### config.mk
export PLATFORM = sky130hd
export DESIGN_NAME = scheduled_tank_fill_controller
export DESIGN_NICKNAME = d
export VERILOG_FILES = /design/src/stfc_pkg.sv /design/src/scheduled_tank_fill_controller.sv /design/src/stfc_div.sv /design/src/stfc_dp.sv /design/src/stfc_ctrl.sv
export SDC_FILE = /design/constraint.sdc
export NUM_CORES = 1
export LEC_CHECK = 0
export BUFFER_PORTS_ARGS = -buffer_cell sky130_fd_sc_hd__buf_4
export CELL_PAD_IN_SITES_DETAIL_PLACEMENT = 0
export CELL_PAD_IN_SITES_GLOBAL_PLACEMENT = 1
export CORE_ASPECT_RATIO = 1.25
export CORE_MARGIN = 2
export CORE_UTILIZATION = 52
export DETAILED_ROUTE_END_ITERATION = 8
export GPL_ROUTABILITY_DRIVEN = 1
export MAX_ROUTING_LAYER = met4
export PLACE_DENSITY = 0.92
export SKIP_LAST_GASP = 1
export SLEW_MARGIN = 10
export SYNTH_ARGS = -nofsm -noshare
export SYNTH_HDL_FRONTEND = slang
export SYNTH_SLANG_ARGS = --single-unit
### constraint.sdc
create_clock -name clock -period 18.9 [get_ports clock]
set_input_delay 1.89 -clock clock [delete_from_list [all_inputs] [get_ports clock]]
set_output_delay 1.89 -clock clock [all_outputs]
set_load 0.1 [all_outputs]
### src/stfc_pkg.sv
package stfc_pkg;

   localparam int TIMER_BITS = 16;

   localparam int ELAPSED_W = 16;
   localparam int SPEED_W   = 12;
   localparam int TDS_W     = 11;
   localparam int TURB_W    = 10;
   localparam int DIST_W    = 13;
   localparam int MOD_W     = 11;
   localparam int HOUR_W    = 5;
   localparam int MINUTE_W  = 6;
   localparam int BASE_W    = 16;
   localparam int HOLD_W    = 16;

   localparam int CSR_IDX_W  = 4;
   localparam int CSR_DATA_W = 16;

   localparam logic [CSR_IDX_W-1:0] CSR_LOW_LEVEL   = CSR_IDX_W'(0);
   localparam logic [CSR_IDX_W-1:0] CSR_HIGH_LEVEL  = CSR_IDX_W'(1);
   localparam logic [CSR_IDX_W-1:0] CSR_TDS_LIMIT   = CSR_IDX_W'(2);
   localparam logic [CSR_IDX_W-1:0] CSR_TURB_LIMIT  = CSR_IDX_W'(3);
   localparam logic [CSR_IDX_W-1:0] CSR_FIRST_FILL  = CSR_IDX_W'(4);
   localparam logic [CSR_IDX_W-1:0] CSR_SECOND_FILL = CSR_IDX_W'(5);
   localparam logic [CSR_IDX_W-1:0] CSR_HOLD_TIME   = CSR_IDX_W'(6);
   localparam logic [CSR_IDX_W-1:0] CSR_BASE_MINUTE = CSR_IDX_W'(7);

   localparam logic [DIST_W-1:0] LOW_LEVEL_RST   = DIST_W'(250);
   localparam logic [DIST_W-1:0] HIGH_LEVEL_RST  = DIST_W'(100);
   localparam logic [TDS_W-1:0]  TDS_LIMIT_RST   = TDS_W'(300);
   localparam logic [TURB_W-1:0] TURB_LIMIT_RST  = TURB_W'(280);
   localparam logic [MOD_W-1:0]  FIRST_FILL_RST  = MOD_W'(360);
   localparam logic [MOD_W-1:0]  SECOND_FILL_RST = MOD_W'(1080);
   localparam logic [HOLD_W-1:0] HOLD_TIME_RST   = HOLD_W'(2000);
   localparam logic [BASE_W-1:0] BASE_MINUTE_RST = BASE_W'(1000);

   localparam logic [HOUR_W-1:0]   HOUR_RST   = HOUR_W'(5);
   localparam logic [MINUTE_W-1:0] MINUTE_RST = MINUTE_W'(58);
   localparam logic [HOUR_W-1:0]   LAST_HOUR  = HOUR_W'(23);
   localparam logic [MINUTE_W-1:0] LAST_MINUTE = MINUTE_W'(59);
   localparam int MINUTES_PER_HOUR = 60;

   // interval = base * 4095 / (4095 + 59 * speed)
   localparam int SCALE_SHIFT = 12;
   localparam int SPEED_SCALE = (1 << SCALE_SHIFT) - 1;
   localparam int SPEED_SLOPE = 59;
   localparam int MIN_INTERVAL = 20;
   localparam int NUM_W = BASE_W + SCALE_SHIFT;
   localparam int DEN_W = 18;
   localparam int DIV_STEPS = NUM_W;
   localparam int STEP_W = $clog2(DIV_STEPS);

   localparam int ACC_W = ((TIMER_BITS > BASE_W) ? TIMER_BITS : BASE_W) + 1;
   localparam logic [ACC_W-1:0] TIMER_MAX = (ACC_W'(1) << TIMER_BITS) - ACC_W'(1);

   typedef struct packed {
      logic capture;
      logic div_step;
      logic commit;
   } stfc_cmd_type;

   typedef struct packed {
      logic rsp_busy;
   } stfc_status_type;

   typedef enum logic [2:0] {
      ST_IDLE   = 3'b001,
      ST_DIVIDE = 3'b010,
      ST_UPDATE = 3'b100
   } stfc_state_type;

endpackage

### src/scheduled_tank_fill_controller.sv
// Scheduled tank fill controller. Each req beat is one control cycle; it yields exactly one
// rsp beat with the scaled clock, water quality, fill, pump, hold and due-message state. An
// item is captured, then the restoring divider forms the minute interval one quotient bit per
// cycle, then the state is updated and the output register loaded. The next req beat is taken
// right after that update, while the previous rsp beat may still wait in the output register;
// if that register is still held by rsp_stall, the update waits. csr_ready is always high;
// registers are to be written between items by the user; the block does not enforce this.
module scheduled_tank_fill_controller (
   input  logic                                clock,
   input  logic                                reset,
   input  logic                                req_valid,
   output logic                                req_stall,
   input  logic [stfc_pkg::ELAPSED_W-1:0]      req_elapsed_ms,
   input  logic [stfc_pkg::SPEED_W-1:0]        req_speed_reading,
   input  logic [stfc_pkg::TDS_W-1:0]          req_tds_ppm,
   input  logic [stfc_pkg::TURB_W-1:0]         req_turbidity_ntu,
   input  logic [stfc_pkg::DIST_W-1:0]         req_distance_mm,
   input  logic                                req_distance_valid,
   output logic                                rsp_valid,
   input  logic                                rsp_stall,
   output logic [stfc_pkg::HOUR_W-1:0]         rsp_clock_hour,
   output logic [stfc_pkg::MINUTE_W-1:0]       rsp_clock_minute,
   output logic                                rsp_water_dirty,
   output logic                                rsp_fill_active,
   output logic                                rsp_pump_on,
   output logic                                rsp_hold_active,
   output logic                                rsp_due_message,
   input  logic                                csr_valid,
   output logic                                csr_ready,
   input  logic [stfc_pkg::CSR_IDX_W-1:0]      csr_index,
   input  logic [stfc_pkg::CSR_DATA_W-1:0]     csr_data
);
   import stfc_pkg::*;

   stfc_cmd_type    cmd;
   stfc_status_type status;

   assign csr_ready = 1'b1;

   stfc_ctrl u_ctrl (
      .clock     (clock),
      .reset     (reset),
      .req_valid (req_valid),
      .req_stall (req_stall),
      .status    (status),
      .cmd       (cmd)
   );

   stfc_dp u_dp (
      .clock              (clock),
      .reset              (reset),
      .cmd                (cmd),
      .status             (status),
      .req_elapsed_ms     (req_elapsed_ms),
      .req_speed_reading  (req_speed_reading),
      .req_tds_ppm        (req_tds_ppm),
      .req_turbidity_ntu  (req_turbidity_ntu),
      .req_distance_mm    (req_distance_mm),
      .req_distance_valid (req_distance_valid),
      .csr_write          (csr_valid && csr_ready),
      .csr_index          (csr_index),
      .csr_data           (csr_data),
      .rsp_valid          (rsp_valid),
      .rsp_stall          (rsp_stall),
      .rsp_clock_hour     (rsp_clock_hour),
      .rsp_clock_minute   (rsp_clock_minute),
      .rsp_water_dirty    (rsp_water_dirty),
      .rsp_fill_active    (rsp_fill_active),
      .rsp_pump_on        (rsp_pump_on),
      .rsp_hold_active    (rsp_hold_active),
      .rsp_due_message    (rsp_due_message)
   );

   a_commit_shows: assert property (@(posedge clock) disable iff (reset)
      cmd.commit |=> rsp_valid)
      else $error("committed result not presented");

   a_no_overwrite: assert property (@(posedge clock) disable iff (reset)
      !(cmd.commit && rsp_valid && rsp_stall))
      else $error("stalled result overwritten");

   a_clock_range: assert property (@(posedge clock) disable iff (reset)
      rsp_valid |-> (rsp_clock_minute <= LAST_MINUTE && rsp_clock_hour <= LAST_HOUR))
      else $error("scaled clock out of range");

   a_pump_needs_fill: assert property (@(posedge clock) disable iff (reset)
      (rsp_valid && rsp_pump_on) |-> (rsp_fill_active && !rsp_water_dirty))
      else $error("pump on without clean pending fill");

endmodule

### src/stfc_div.sv
module stfc_div (
   input  logic                               clock,
   input  logic                               load,
   input  logic                               step,
   input  logic [stfc_pkg::NUM_W-1:0]         numerator,
   input  logic [stfc_pkg::DEN_W-1:0]         denominator,
   output logic [stfc_pkg::BASE_W-1:0]        quotient
);
   import stfc_pkg::*;

   logic [DEN_W-1:0] rem_ff, rem_in;
   logic [NUM_W-1:0] nq_ff, nq_in;
   logic [DEN_W-1:0] den_ff, den_in;
   logic [DEN_W:0]   trial;
   logic             fits;

   // restoring division, one quotient bit per beat of step
   always_comb begin
      trial  = {rem_ff, nq_ff[NUM_W-1]};
      fits   = trial >= {1'b0, den_ff};
      rem_in = rem_ff;
      nq_in  = nq_ff;
      den_in = den_ff;
      if (load) begin
         rem_in = '0;
         nq_in  = numerator;
         den_in = denominator;
      end else if (step) begin
         rem_in = fits ? DEN_W'(trial - {1'b0, den_ff}) : DEN_W'(trial);
         nq_in  = {nq_ff[NUM_W-2:0], fits};
      end
   end

   always_ff @(posedge clock) begin
      rem_ff <= rem_in;
      nq_ff  <= nq_in;
      den_ff <= den_in;
   end

   assign quotient = nq_ff[BASE_W-1:0];

endmodule

### src/stfc_dp.sv
module stfc_dp (
   input  logic                                clock,
   input  logic                                reset,
   input  stfc_pkg::stfc_cmd_type              cmd,
   output stfc_pkg::stfc_status_type           status,
   input  logic [stfc_pkg::ELAPSED_W-1:0]      req_elapsed_ms,
   input  logic [stfc_pkg::SPEED_W-1:0]        req_speed_reading,
   input  logic [stfc_pkg::TDS_W-1:0]          req_tds_ppm,
   input  logic [stfc_pkg::TURB_W-1:0]         req_turbidity_ntu,
   input  logic [stfc_pkg::DIST_W-1:0]         req_distance_mm,
   input  logic                                req_distance_valid,
   input  logic                                csr_write,
   input  logic [stfc_pkg::CSR_IDX_W-1:0]      csr_index,
   input  logic [stfc_pkg::CSR_DATA_W-1:0]     csr_data,
   output logic                                rsp_valid,
   input  logic                                rsp_stall,
   output logic [stfc_pkg::HOUR_W-1:0]         rsp_clock_hour,
   output logic [stfc_pkg::MINUTE_W-1:0]       rsp_clock_minute,
   output logic                                rsp_water_dirty,
   output logic                                rsp_fill_active,
   output logic                                rsp_pump_on,
   output logic                                rsp_hold_active,
   output logic                                rsp_due_message
);
   import stfc_pkg::*;

   function automatic logic [TIMER_BITS-1:0] sat_add(input logic [TIMER_BITS-1:0] a,
                                                     input logic [ELAPSED_W-1:0] b);
      logic [ACC_W-1:0] s;
      s = ACC_W'(a) + ACC_W'(b);
      return (s > TIMER_MAX) ? TIMER_MAX[TIMER_BITS-1:0] : s[TIMER_BITS-1:0];
   endfunction

   // configuration
   logic [DIST_W-1:0] low_level_ff, high_level_ff;
   logic [TDS_W-1:0]  tds_limit_ff;
   logic [TURB_W-1:0] turb_limit_ff;
   logic [MOD_W-1:0]  first_fill_ff, second_fill_ff;
   logic [HOLD_W-1:0] hold_time_ff;
   logic [BASE_W-1:0] base_minute_ff;

   // captured item
   logic [ELAPSED_W-1:0] in_elapsed_ff;
   logic [TDS_W-1:0]     in_tds_ff;
   logic [TURB_W-1:0]    in_turb_ff;
   logic [DIST_W-1:0]    in_dist_ff;
   logic                 in_dvalid_ff;

   // controller state
   logic [HOUR_W-1:0]     hour_ff, hour_in;
   logic [MINUTE_W-1:0]   minute_ff, minute_in;
   logic [TIMER_BITS-1:0] min_el_ff, min_el_in;
   logic [TIMER_BITS-1:0] hold_el_ff, hold_el_in;
   logic [TIMER_BITS-1:0] due_el_ff, due_el_in;
   logic fired_ff, fired_in, pend_ff, pend_in, pump_ff, pump_in;
   logic hold_ff, hold_in, due_ff, due_in, dirty_in;

   logic rsp_valid_ff, rsp_valid_in;
   logic [HOUR_W-1:0]   rsp_hour_ff;
   logic [MINUTE_W-1:0] rsp_minute_ff;
   logic rsp_dirty_ff, rsp_fill_ff, rsp_pump_ff, rsp_hold_ff, rsp_due_ff;

   logic [NUM_W-1:0]  numerator;
   logic [DEN_W-1:0]  denominator;
   logic [BASE_W-1:0] quotient;
   logic [BASE_W-1:0] interval;
   logic [MOD_W-1:0]  mod;
   logic              dist_ok;

   assign numerator   = NUM_W'({base_minute_ff, {SCALE_SHIFT{1'b0}}}) - NUM_W'(base_minute_ff);
   assign denominator = DEN_W'(SPEED_SCALE) + DEN_W'(SPEED_SLOPE) * DEN_W'(req_speed_reading);

   stfc_div u_div (
      .clock       (clock),
      .load        (cmd.capture),
      .step        (cmd.div_step),
      .numerator   (numerator),
      .denominator (denominator),
      .quotient    (quotient)
   );

   always_comb begin
      min_el_in  = sat_add(min_el_ff, in_elapsed_ff);
      hold_el_in = sat_add(hold_el_ff, in_elapsed_ff);
      due_el_in  = sat_add(due_el_ff, in_elapsed_ff);
      hour_in    = hour_ff;
      minute_in  = minute_ff;
      fired_in   = fired_ff;
      pend_in    = pend_ff;
      pump_in    = pump_ff;
      hold_in    = hold_ff;
      due_in     = due_ff;

      // scaled clock
      interval = (quotient < BASE_W'(MIN_INTERVAL)) ? BASE_W'(MIN_INTERVAL) : quotient;
      if (ACC_W'(min_el_in) >= ACC_W'(interval)) begin
         min_el_in = '0;
         if (minute_ff == LAST_MINUTE) begin
            minute_in = '0;
            hour_in   = (hour_ff == LAST_HOUR) ? '0 : hour_ff + HOUR_W'(1);
         end else begin
            minute_in = minute_ff + MINUTE_W'(1);
         end
      end

      // schedule
      mod = MOD_W'(hour_in) * MOD_W'(MINUTES_PER_HOUR) + MOD_W'(minute_in);
      if (mod == first_fill_ff || mod == second_fill_ff) begin
         if (!fired_ff) begin
            pend_in    = 1'b1;
            hold_in    = 1'b1;
            hold_el_in = '0;
            due_in     = 1'b1;
            due_el_in  = '0;
            fired_in   = 1'b1;
         end
      end else begin
         fired_in = 1'b0;
      end

      dirty_in = (in_tds_ff > tds_limit_ff) || (in_turb_ff > turb_limit_ff);
      dist_ok  = pend_in && in_dvalid_ff;

      // pump hysteresis
      if (!pend_in || dirty_in || !dist_ok) begin
         pump_in = 1'b0;
      end else if (in_dist_ff > low_level_ff && !pump_in) begin
         pump_in = 1'b1;
      end else if (in_dist_ff < high_level_ff && pump_in) begin
         pump_in = 1'b0;
      end

      // hold expiry
      if (hold_in && ACC_W'(hold_el_in) > ACC_W'(hold_time_ff)) begin
         hold_in = 1'b0;
         if (!dist_ok || dirty_in || !pump_in) begin
            pend_in = 1'b0;
         end
      end

      // level in band
      if (pend_in && !pump_in && dist_ok &&
          in_dist_ff >= high_level_ff && in_dist_ff <= low_level_ff) begin
         pend_in = 1'b0;
         hold_in = 1'b0;
      end

      if (due_in && ACC_W'(due_el_in) >= ACC_W'(hold_time_ff)) begin
         due_in = 1'b0;
      end
   end

   always_comb begin
      rsp_valid_in = rsp_valid_ff;
      if (cmd.commit) begin
         rsp_valid_in = 1'b1;
      end else if (!rsp_stall) begin
         rsp_valid_in = 1'b0;
      end
   end

   always_ff @(posedge clock) begin
      if (reset) begin
         low_level_ff   <= LOW_LEVEL_RST;
         high_level_ff  <= HIGH_LEVEL_RST;
         tds_limit_ff   <= TDS_LIMIT_RST;
         turb_limit_ff  <= TURB_LIMIT_RST;
         first_fill_ff  <= FIRST_FILL_RST;
         second_fill_ff <= SECOND_FILL_RST;
         hold_time_ff   <= HOLD_TIME_RST;
         base_minute_ff <= BASE_MINUTE_RST;
      end else if (csr_write) begin
         case (csr_index)
            CSR_LOW_LEVEL:   low_level_ff   <= csr_data[DIST_W-1:0];
            CSR_HIGH_LEVEL:  high_level_ff  <= csr_data[DIST_W-1:0];
            CSR_TDS_LIMIT:   tds_limit_ff   <= csr_data[TDS_W-1:0];
            CSR_TURB_LIMIT:  turb_limit_ff  <= csr_data[TURB_W-1:0];
            CSR_FIRST_FILL:  first_fill_ff  <= csr_data[MOD_W-1:0];
            CSR_SECOND_FILL: second_fill_ff <= csr_data[MOD_W-1:0];
            CSR_HOLD_TIME:   hold_time_ff   <= csr_data[HOLD_W-1:0];
            CSR_BASE_MINUTE: base_minute_ff <= csr_data[BASE_W-1:0];
            default: ;
         endcase
      end
   end

   always_ff @(posedge clock) begin
      if (cmd.capture) begin
         in_elapsed_ff <= req_elapsed_ms;
         in_tds_ff     <= req_tds_ppm;
         in_turb_ff    <= req_turbidity_ntu;
         in_dist_ff    <= req_distance_mm;
         in_dvalid_ff  <= req_distance_valid;
      end
      if (cmd.commit) begin
         rsp_hour_ff   <= hour_in;
         rsp_minute_ff <= minute_in;
         rsp_dirty_ff  <= dirty_in;
         rsp_fill_ff   <= pend_in;
         rsp_pump_ff   <= pump_in;
         rsp_hold_ff   <= hold_in;
         rsp_due_ff    <= due_in;
      end
   end

   always_ff @(posedge clock) begin
      if (reset) begin
         hour_ff      <= HOUR_RST;
         minute_ff    <= MINUTE_RST;
         min_el_ff    <= '0;
         hold_el_ff   <= '0;
         due_el_ff    <= '0;
         fired_ff     <= 1'b0;
         pend_ff      <= 1'b0;
         pump_ff      <= 1'b0;
         hold_ff      <= 1'b0;
         due_ff       <= 1'b0;
         rsp_valid_ff <= 1'b0;
      end else begin
         rsp_valid_ff <= rsp_valid_in;
         if (cmd.commit) begin
            hour_ff    <= hour_in;
            minute_ff  <= minute_in;
            min_el_ff  <= min_el_in;
            hold_el_ff <= hold_el_in;
            due_el_ff  <= due_el_in;
            fired_ff   <= fired_in;
            pend_ff    <= pend_in;
            pump_ff    <= pump_in;
            hold_ff    <= hold_in;
            due_ff     <= due_in;
         end
      end
   end

   assign status.rsp_busy  = rsp_valid_ff && rsp_stall;
   assign rsp_valid        = rsp_valid_ff;
   assign rsp_clock_hour   = rsp_hour_ff;
   assign rsp_clock_minute = rsp_minute_ff;
   assign rsp_water_dirty  = rsp_dirty_ff;
   assign rsp_fill_active  = rsp_fill_ff;
   assign rsp_pump_on      = rsp_pump_ff;
   assign rsp_hold_active  = rsp_hold_ff;
   assign rsp_due_message  = rsp_due_ff;

endmodule

### src/stfc_ctrl.sv
module stfc_ctrl (
   input  logic                       clock,
   input  logic                       reset,
   input  logic                       req_valid,
   output logic                       req_stall,
   input  stfc_pkg::stfc_status_type  status,
   output stfc_pkg::stfc_cmd_type     cmd
);
   import stfc_pkg::*;

   stfc_state_type    state_ff, state_in;
   logic [STEP_W-1:0] step_ff, step_in;

   always_comb begin
      state_in     = state_ff;
      step_in      = step_ff;
      cmd.capture  = 1'b0;
      cmd.div_step = 1'b0;
      cmd.commit   = 1'b0;
      req_stall    = 1'b1;
      case (state_ff)
         ST_IDLE: begin
            req_stall = 1'b0;
            if (req_valid) begin
               cmd.capture = 1'b1;
               step_in     = '0;
               state_in    = ST_DIVIDE;
            end
         end
         ST_DIVIDE: begin
            cmd.div_step = 1'b1;
            step_in      = step_ff + STEP_W'(1);
            if (step_ff == STEP_W'(DIV_STEPS - 1)) begin
               state_in = ST_UPDATE;
            end
         end
         ST_UPDATE: begin
            // hold the result until the output register is free
            if (!status.rsp_busy) begin
               cmd.commit = 1'b1;
               state_in   = ST_IDLE;
            end
         end
         default: begin
            state_in = ST_IDLE;
         end
      endcase
   end

   always_ff @(posedge clock) begin
      if (reset) begin
         state_ff <= ST_IDLE;
         step_ff  <= '0;
      end else begin
         state_ff <= state_in;
         step_ff  <= step_in;
      end
   end

endmodule

==> out/qor.csv, run 1 <==
metric,value,unit
die_area,0.0395,mm²
worstRegToRegCells,46,
hold_start,u_dp.due_el_ff[11],
rsz0062_at_grt,no,
finClkSkew,0.0216,ns
vias,15023,
ys_warn_count,0,
ir_drop,0.0735,mV
cts_resized,0,
wire_per_inst,16.9,µm
worst-setup-path-type,flip-flop to flip-flop,
grt_max_degree,84,
reg2reg_slack,7.50,ns
ys_seq_area_share,36.7,%
yosysMostFrequentCell,nand2_1,
min_path_type,flip-flop to flip-flop,
grt_pass1_wl,75300,µm
timing.rr.start,u_dp.in_elapsed_ff[0],
status,completed,
yosys.area.top_type,dfxtp_1,
nNetsFinal,2562,
slew-limit-headroom,20.4,%
cts_buffers,35,
slowest_delay,0.55,ns
synth-main-ff-cell,dfxtp_1,
grt_pass1_vias,15084,
cts_sinks,305,
antenna_found_initial,1,
synth_area,0.0197,mm²
route.detailed.drc,0,
synth_area_per_cell,9.30,µm²
cap_viol_max_count,0,
clk_pin_slew,0.06,ns
grtUsageMet2,41.6,%
hold_viol,0,
period_share,60.3,%
drtPass1Iterations,5,
routed_wl,45900,µm
grt_util_met1,29.8,%
cpMaxStageDelayCell,fa_1,
drive_above_1_share,10.3,%
synth_cell_types,84,
clk_root_buffer_cell,clkbuf_16,
period_minus_slack,11.40,ns
fin_setup_tns,0,ns
crit_top_cell,a21oi_1,
grt-ovfl-total,0,
htree_num_levels,2,
synth_top_area_share,19.5,%
setup_viol,0,
cp-end-kind,flip-flop,
viasPerCell,5.54,
synth_edf_count,113,
worst_ep_arrival_time,11.80,ns
synth-seq-cells,305,
max_freq,0.0877,GHz
synth_cells,2118,
fp.dieW,178,µm
worst_pin_slew,1.19,ns
holdPathEnd,u_dp.due_el_ff[11],
critPathMaxFanout,39,
drtIter0Drc,861,
postCtsSetupRepairBufs,0,
start_kind,flip-flop,
slew_violations,0,
ant_nets,0,
io_pins,107,
cts_tree,yes,
die_y,222,µm
power_leakage,9.76,nW
dp_hpwl,34600,µm
use_met3,3.36,%
worstPathRequired,19.30,ns
cts_buffer_depth,3,
busiest_layer,met2,
port_buffers,105,
initial_utilization,52.9,%
syn-num-nets,2483,
async_flop_share,0,%
whs_path_depth,2,
cts_hold_buffers,0,
area_delta_synth_final,12.0,%
core,0.0373,mm²
synth_common_cells,"nand2_1 (282), ha_1 (236), dfxtp_1 (192)",
clock_latency,0.53,ns
p_per_area,83.1,mW/mm²
r2r_end,u_dp.rsp_due_message,
gp_congestion,0.887,
grt_usage,24.3,%
rows,79,
synthTopCellsByArea,"dfxtp_1 (20%), edfxtp_1 (17%), ha_1 (15%)",
post-route-util,59.2,%
==> report_power, final <==
| part | total, mW | switching (mW) | internal [mW] |
|---|---|---|---|
| Sequential | 0.753 | 0.0170 | 0.736 |
| Combinational | 0.393 | 0.223 | 0.170 |
| Clock | 0.687 | 0.276 | 0.411 |
| Total | 1.83 | 0.516 | 1.32 |
==> routing by layer <==
| metal | vias to the layer above | wire length [µm] |
|---|---|---|
| li1 | 7534 | - |
| met1 | 7146 | 20300 |
| met2 | 272 | 22500 |
| met3 | 71 | 1910 |
| met4 | 0 | 1120 |
| met5 | - | 0 |
==> layout by cell type, fill, tap and decap left out, drive strengths merged, types with 5 or more instances in the layout <==
| master | count |
|---|---|
| or3 | 5 |
| nand4 | 21 |
| nand3b | 8 |
| nor2b | 22 |
| a21o | 30 |
| and3 | 9 |
| xor2 | 38 |
| nor4 | 10 |
| nor3 | 32 |
| xnor3 | 10 |
| a31oi | 6 |
| o31ai | 8 |
| nand3 | 38 |
| mux2i | 53 |
| clkinv | 11 |
| clkbuf | 49 |
| nand2b | 21 |
| edfxtp | 113 |
| a21oi | 131 |
| buf | 115 |
| inv | 185 |
| o211ai | 25 |
| a211oi | 17 |
| fa | 41 |
| ha | 236 |
| and2 | 10 |
| a211o | 8 |
| nor3b | 8 |
| o21a | 25 |
| o21ai | 124 |
| xnor2 | 70 |
| a22o | 17 |
| or2 | 15 |
| dfxtp | 192 |
| nor2 | 162 |
| nand2 | 282 |
| o21bai | 18 |
==> cell families (layout without fill, tap and decap cells) <==
family | Yosys count | after routing | share of synthesized area (%)
compound gates | 447 | 447 | 14.6
other cells | 1 | 2 | 0.0190
mux | 55 | 55 | 2.81
xor+xnor | 119 | 119 | 6.14
flops | 305 | 305 | 36.7
simple gates | 657 | 657 | 15.5
fa+ha+maj | 277 | 277 | 19.2
buf+inv | 257 | 363 | 5.09
==> worst max path at each step <==
| stage | from | to | slack [ns] |
|---|---|---|---|
| after CTS | u_dp.in_elapsed_ff[0] | u_dp.rsp_due_message | 7.47 |
| after global routing | u_dp.in_elapsed_ff[0] | u_dp.rsp_due_message | 6.55 |
| after floorplan | u_dp.in_elapsed_ff[0] | u_dp.pend_ff | 8.86 |
| after global placement | u_dp.in_elapsed_ff[0] | u_dp.rsp_due_message | 7.95 |
| final | u_dp.in_elapsed_ff[0] | u_dp.rsp_due_message | 7.50 |
| after detailed placement | u_dp.in_elapsed_ff[0] | u_dp.rsp_due_message | 7.55 |
==> per-stage QoR <==
step	instances	total power, mW	cell area (µm²)	hold slack [ns]	worst slack [ns]
3_3_place_gp	2646	1.14	20900	0.442	7.95
6_report	2711	1.83	22100	0.452	7.50
2_1_floorplan	2118	1.06	19700	0.432	8.86
3_5_place_dp	2646	1.16	20900	0.448	7.55
4_1_cts	2710	1.85	22100	0.454	7.47
5_1_grt	2711	1.93	22100	0.470	6.55
==> critical path: cells and delay by family, from the launching register on <==
family                   cells  cell delay [ns]
AO/OA/AOI/OAI               24             5.44
adder cells (fa/ha/maj)      8             2.89
AND/OR/NAND/NOR              9             1.32
buffers and inverters        3             0.61
XOR/XNOR                     2             0.55
flip-flops                   1             0.43
==> flip-flops by register name, indices dropped and copies added, names as in the netlist, 3 cells and up <==
name	count
u_dp.tds_limit_ff	11
u_dp.high_level_ff	13
u_dp.low_level_ff	13
u_dp.second_fill_ff	11
u_dp.rsp_clock_hour	5
u_dp.hour_ff	5
u_dp.u_div.den_ff	18
u_dp.hold_el_ff	16
u_dp.in_turb_ff	10
u_dp.hold_time_ff	16
u_dp.in_dist_ff	13
u_dp.first_fill_ff	11
u_dp.rsp_clock_minute	6
u_dp.u_div.nq_ff	28
u_ctrl.state_ff	3
u_dp.u_div.rem_ff	18
u_dp.base_minute_ff	16
u_dp.in_tds_ff	11
u_dp.in_elapsed_ff	16
u_ctrl.step_ff	5
u_dp.min_el_ff	16
u_dp.turb_limit_ff	10
u_dp.minute_ff	6
u_dp.due_el_ff	16
==> layout make-up <==
type / instances / area [µm²]
Tap cell: 486 / 608
Clock buffer: 49 / 1030
Timing Repair Buffer: 115 / 863
Inverter: 184 / 692
Clock inverter: 15 / 139
Antenna cell: 1 / 2.50
Sequential cell: 305 / 7240
Multi-Input combinational cell: 1556 / 11500
Fill cell: 3149 / 15200
Power figures use the tool's default switching activity.
==> run 2, diff against run 1 <==
--- a/config.mk
+++ b/config.mk
@@ -5,16 +5,17 @@
 export SDC_FILE = /design/constraint.sdc
 export NUM_CORES = 1
 export LEC_CHECK = 0
+export ABC_AREA = 1
 export BUFFER_PORTS_ARGS = -buffer_cell sky130_fd_sc_hd__buf_4
 export CELL_PAD_IN_SITES_DETAIL_PLACEMENT = 0
 export CELL_PAD_IN_SITES_GLOBAL_PLACEMENT = 1
 export CORE_ASPECT_RATIO = 1.25
 export CORE_MARGIN = 2
-export CORE_UTILIZATION = 52
+export CORE_UTILIZATION = 47
 export DETAILED_ROUTE_END_ITERATION = 8
 export GPL_ROUTABILITY_DRIVEN = 1
 export MAX_ROUTING_LAYER = met4
-export PLACE_DENSITY = 0.92
+export PLACE_DENSITY = 0.87
 export SKIP_LAST_GASP = 1
 export SLEW_MARGIN = 10
 export SYNTH_ARGS = -nofsm -noshare
==> constraint.sdc (replaced) <==
create_clock -name clock -period 10.8 [get_ports clock]
set_input_delay 1.08 -clock clock [delete_from_list [all_inputs] [get_ports clock]]
set_output_delay 1.08 -clock clock [all_outputs]
set_load 0.1 [all_outputs]
==> run 2 against run 1 <==
  * Hold slack gained 0.0046 ns
  * Synthesized area grew 0.81%
  * Routed wire length grew 7.7%
  * Sequential share of layout area shrank 0.52 points
  * Die area grew 11%
  * Via count grew 10%
  * Sequential cell count is the same
  * Maximum frequency grew 18%
  * Power grew 87%
  * Critical path depth grew 11
==> out/qor.csv, run 2 <==
metric,value,unit
cap_viol_max_count,0,
initial_utilization,47.4,%
viasPerCell,5.27,
fin_setup_tns,0,ns
grt-ovfl-total,0,
multiInputGateArea,0.0110,mm²
largest_register,u_dp.u_div.nq_ff,
seq_area,0.00724,mm²
antenna_found_initial,0,
finalNonFillerCells,3139,
wire_per_inst,15.7,µm
area_delta_synth_final,12.9,%
synth_edf_count,113,
p_total,3.43,mW
final_cell_mix,"nand2_1 (457), inv_1 (358), a21oi_1 (253), ha_1 (236), o21ai_0 (221)",
clk_pin_slew,0.06,ns
synth-main-ff-cell,dfxtp_1,
synth_cells,2464,
cts_sinks,305,
cp-end-kind,flip-flop,
hold_viol,0,
start_kind,flip-flop,
cpMaxStageDelayCell,fa_1,
ant_nets,0,
synth_area_per_cell,8.06,µm²
largest_reg_flops,28,
worstPathRequired,11.29,ns
p_per_area,153,mW/mm²
die_area,0.0439,mm²
cts_buffers,36,
htree_num_levels,2,
drive_above_1_share,8.10,%
nNetsFinal,2917,
slew-limit-headroom,25.8,%
worst_pin_slew,1.11,ns
synthTopCellsByArea,"dfxtp_1 (19%), edfxtp_1 (17%), ha_1 (15%)",
setup_viol,0,
post-place-cells,3073,
clk_root_buffer_cell,clkbuf_16,
syn-num-nets,2829,
fp.dieW,188,µm
grt_max_degree,111,
drtIter0Drc,948,
cts_hold_buffers,0,
route.detailed.drc,0,
drtPass1Iterations,6,
finClkSkew,0.0234,ns
vias,16533,
rsz0062_at_grt,no,
postCtsSetupRepairBufs,0,
synth_common_cells,"nand2_1 (457), inv_1 (360), a21oi_1 (253)",
worst_ep_arrival_time,10.19,ns
cts_tree,yes,
status,completed,
period_minus_slack,9.70,ns
critPathMaxFanout,36,
clock_latency,0.56,ns
slew_violations,0,
synth_cell_types,55,
port_buffers,105,
final_common_cell,nand2_1,
period_share,89.8,%
routed_wl,49400,µm
synth_area,0.0199,mm²
rows,84,
grt_pass1_vias,16264,
insertedDiodeCount,0,
grt_usage,23.4,%
die_y,234,µm
largestRegisters,"u_dp.u_div.nq_ff (28), u_dp.u_div.den_ff (18), u_dp.u_div.rem_ff (18)",
power_leakage,10.6,nW
dp_hpwl,36800,µm
io_pins,107,
crit_top_cell,nand2_1,
async_flop_share,0,%
max_freq,0.103,GHz
cts_buffer_depth,3,
synth-seq-cells,305,
worst-setup-path-type,flip-flop to flip-flop,
reg2reg_slack,1.10,ns
ys_warn_count,0,
slowest_delay,0.54,ns
holdWs,0.457,ns
core,0.0419,mm²
grt_pass1_wl,80600,µm
yosysMostFrequentCell,nand2_1,
ys_seq_area_share,36.4,%
gp_congestion,0.887,
fillCellCount,3856,
min_path_type,flip-flop to flip-flop,
synth_top_area_share,19.4,%
yosys.area.top_type,dfxtp_1,
ir_drop,0.106,mV
[run 2: changes by cell type after synthesis, sizes merged, moves of 21 or more]
cell    before  now
mux2i       53    0
xnor2       70   29
nand2      282  464
nor2b       22    1
a21oi      131  255
nand3       38   82
nand2b      21    0
inv        183  365
o21ai      124  233
a21o        30    8
nor2       162  141
[run 2: metal layers]
metal / vias up / global-route usage (%) / part of all wire, %
met2: 353 / 40.2 / 49
li1: 8423 / - / -
met1: 7649 / 27.6 / 43
met3: 108 / 2.62 / 3.8
met5: - / - / 0
met4: 0 / 10.9 / 4.5
[run 2: worst paths after layout]
path	startpoint	end	cells after the start
max	u_dp.in_elapsed_ff[1]	u_dp.due_ff	57
min	u_dp.tds_limit_ff[4]	u_dp.tds_limit_ff[4]	2
max reg2reg	u_dp.in_elapsed_ff[1]	u_dp.due_ff	57
min reg2reg	u_dp.tds_limit_ff[4]	u_dp.tds_limit_ff[4]	2
[run 2: repair_timing]
action / 4_1_cts / 5_1_grt
resized for setup: 0 / 4
endpoints found under the setup margin: 0 / 6
hold endpoints to repair: 0 / 0
[run 2: critical path: cells and delay by family (launching register included)]
| kind | cells | cell delay, ns |
|---|---|---|
| flops | 1 | 0.51 |
| compound gates | 12 | 2.13 |
| buf+inv | 4 | 0.44 |
| xor+xnor | 1 | 0.13 |
| fa+ha+maj | 7 | 2.99 |
| simple gates | 33 | 3.43 |
[run 2: through the flow]
| stage | utilization (%) | instance area (µm²) | setup WS [ns] |
|---|---|---|---|
| after floorplan | - | 19900 | 2.23 |
| after global placement | 50.5 | 21200 | 1.24 |
| after detailed placement | 50.5 | 21200 | 0.816 |
| after CTS | 53.4 | 22400 | 0.848 |
| after global routing | 53.5 | 22400 | 0.0738 |
| final | 53.5 | 22400 | 1.10 |
[run 2: kinds of logic (layout without fill, tap and decap cells)]
logic type | after synthesis | after routing | synth area share (%)
xor gates and xnor gates | 85 | 85 | 3.79
adders and majority gates | 277 | 277 | 19.0
DFF | 305 | 305 | 36.4
AOI/OAI and AO/OA | 586 | 586 | 16.0
other | 1 | 1 | 0.0189
buffers and inverters | 432 | 548 | 8.21
and+or+nand+nor | 778 | 778 | 16.5
[run 2: layout make-up]
type	count	area share (%)
clock buffer	40	4.17
tap	559	3.12
timing repair buffer	115	3.85
inverter	367	6.15
sequential	305	32.3
multi-input combinational	1727	49.1
clock inverter	26	1.33
[run 2: power by group]
group          internal [mW]  switching (mW)  leakage [nW]  total [mW]
Clock                  0.755           0.515         0.610        1.27
Combinational          0.319           0.493          7.40       0.812
Sequential              1.31          0.0404          2.63        1.35
==> run 3, diff against run 2 <==
--- a/config.mk
+++ b/config.mk
@@ -16,6 +16,7 @@
 export GPL_ROUTABILITY_DRIVEN = 1
 export MAX_ROUTING_LAYER = met4
 export PLACE_DENSITY = 0.87
+export RECOVER_POWER = 50
 export SKIP_LAST_GASP = 1
 export SLEW_MARGIN = 10
 export SYNTH_ARGS = -nofsm -noshare
==> run 3 against run 2 <==
  * The flow now finishes with violations (max-capacitance violations, max-slew violations)
  * Cell count is the same
  * Combinational power about the same
  * Via count down 0.32%
  * Maximum frequency fell by 0.11%
  * Sequential share of layout area is 0.15 points higher
  * Critical path type unchanged
  * Largest cell class unchanged
==> out/qor.csv, run 3 (synthesized netlist as in run 2, its figures left out) <==
metric,value,unit
largest_reg_flops,28,
largestRegisters,"u_dp.u_div.nq_ff (28), u_dp.u_div.den_ff (18), u_dp.u_div.rem_ff (18)",
fillCellCount,3875,
ir_drop,0.106,mV
grt-ovfl-total,0,
timing.rr.start,u_dp.in_elapsed_ff[1],
clkPwrFrac,37.0,%
route.detailed.drc,0,
max_freq,0.103,GHz
crit_top_cell,nand2_1,
grt_pass1_vias,16264,
pre_cts_slack,0.816,ns
io_pins,107,
area_delta_synth_final,12.4,%
setup_viol,0,
p_switching,1.05,mW
grt_pass1_wl,80600,µm
grt_max_degree,111,
drtIter0Drc,1025,
core,0.0419,mm²
cts_buffers,36,
grt_usage,23.4,%
slew-limit-headroom,-201,%
dp_hpwl,36800,µm
slowest_delay,0.54,ns
viasPerCell,5.25,
rows,84,
hold_viol,0,
final_area,0.0223,mm²
clk_pin_slew,0.06,ns
worst_ep_arrival_time,10.19,ns
violations,"max-capacitance violations, max-slew violations",
cts_sinks,305,
critPathBufInv,4,
fin_setup_tns,0,ns
clk_root_buffer_cell,clkbuf_16,
worst_pin_slew,4.52,ns
rsz0062_at_grt,no,
crit_family,simple AND/OR/NAND/NOR gates,
min_path_type,flip-flop to flip-flop,
worst-setup-path-type,flip-flop to flip-flop,
drive_above_1_share,7.05,%
startpoint,u_dp.in_elapsed_ff[1],
placed_area,0.0212,mm²
htree_num_levels,2,
routed_wl,49300,µm
postCtsSetupRepairBufs,0,
finClkSkew,0.0240,ns
vias,16480,
hold_start,u_dp.tds_limit_ff[4],
cpMaxStageDelayCell,fa_1,
die_area,0.0439,mm²
nNetsFinal,2917,
cts_resized,0,
largest_register,u_dp.u_div.nq_ff,
swShare,30.6,%
cp-end-kind,flip-flop,
clock_latency,0.56,ns
worstPathRequired,11.28,ns
gp_congestion,0.887,
fp.dieW,188,µm
antenna_found_initial,0,
power_leakage,10.5,nW
final_common_cell,nand2_1,
cts_buffer_depth,3,
final_cell_mix,"nand2_1 (457), inv_1 (358), a21oi_1 (253), ha_1 (236), o21ai_0 (223)",
period_share,89.9,%
initial_utilization,47.4,%
p_per_area,154,mW/mm²
internal_power,2.38,mW
holdWs,0.458,ns
layout_setup_ws,1.09,ns
post-route-util,53.2,%
share_comb_of_total_power,23.6,%
status,"complete, but fails checks",
ant_nets,0,
period_minus_slack,9.71,ns
insertedDiodeCount,0,
die_y,234,µm
start_kind,flip-flop,
slew_violations,271,
wire_per_inst,15.7,µm
cts_hold_buffers,0,
port_buffers,105,
cts_tree,yes,
cap_viol_max_count,4,
drtPass1Iterations,6,
pwr-share-seq,39.3,%
critPathMaxFanout,36,
run 3: changes by cell type in the layout (fill, tap and decap cells not counted), sizes merged:
cell / before / now
buf: 115 / 39
clkbuf: 40 / 116
clkinvlp: 2 / 3
inv: 368 / 367
run 3: path summary, 6_finish.rpt:
path	endpoint	slack, ns	cells past startpoint
setup / recovery	u_dp.due_ff	1.09	57
hold / removal	u_dp.tds_limit_ff[4]	0.46	2
setup reg to reg	u_dp.due_ff	1.09	57
hold reg to reg	u_dp.tds_limit_ff[4]	0.46	2
run 3: through the flow:
step           power [mW]  cells
2_1_floorplan        1.97   2464
3_3_place_gp         2.16   3073
3_5_place_dp         2.18   3073
4_1_cts              3.46   3139
5_1_grt              3.65   3139
6_report             3.43   3139
run 3: layer usage:
metal  vias to the layer above  wire [µm]  global-route usage, %
li1                       8419          -                      -
met1                      7587      21300                   27.6
met2                       364      24100                   40.2
met3                       110       1800                   2.62
met4                         0       2180                   10.9
met5                         -          0                      -
run 3: final cells by class:
type,instances,area [µm²],share of cell area [%]
inverter,367,1380,6.18
timing repair buffer,115,769,3.45
clock inverter,26,298,1.33
multi-input combinational,1727,11000,49.3
tap,559,699,3.13
sequential,305,7240,32.4
clock buffer,40,936,4.19
run 3: power groups by stage:
stage / Sequential (mW) / Combinational, mW / Clock [mW]
after floorplan: 1.36 / 0.617 / 0
after global routing: 1.36 / 0.946 / 1.34
after detailed placement: 1.37 / 0.810 / 0
after CTS: 1.35 / 0.818 / 1.30
final: 1.35 / 0.811 / 1.27
after global placement: 1.37 / 0.790 / 0
run 3: worst reg2reg max path: cells and delay by family, from the launching register on:
family	cells	cell delay, ns
AO/OA/AOI/OAI	12	2.16
XOR/XNOR	1	0.13
adder cells (fa/ha/maj)	7	2.99
buffers and inverters	4	0.44
flip-flops	1	0.51
AND/OR/NAND/NOR	33	3.44
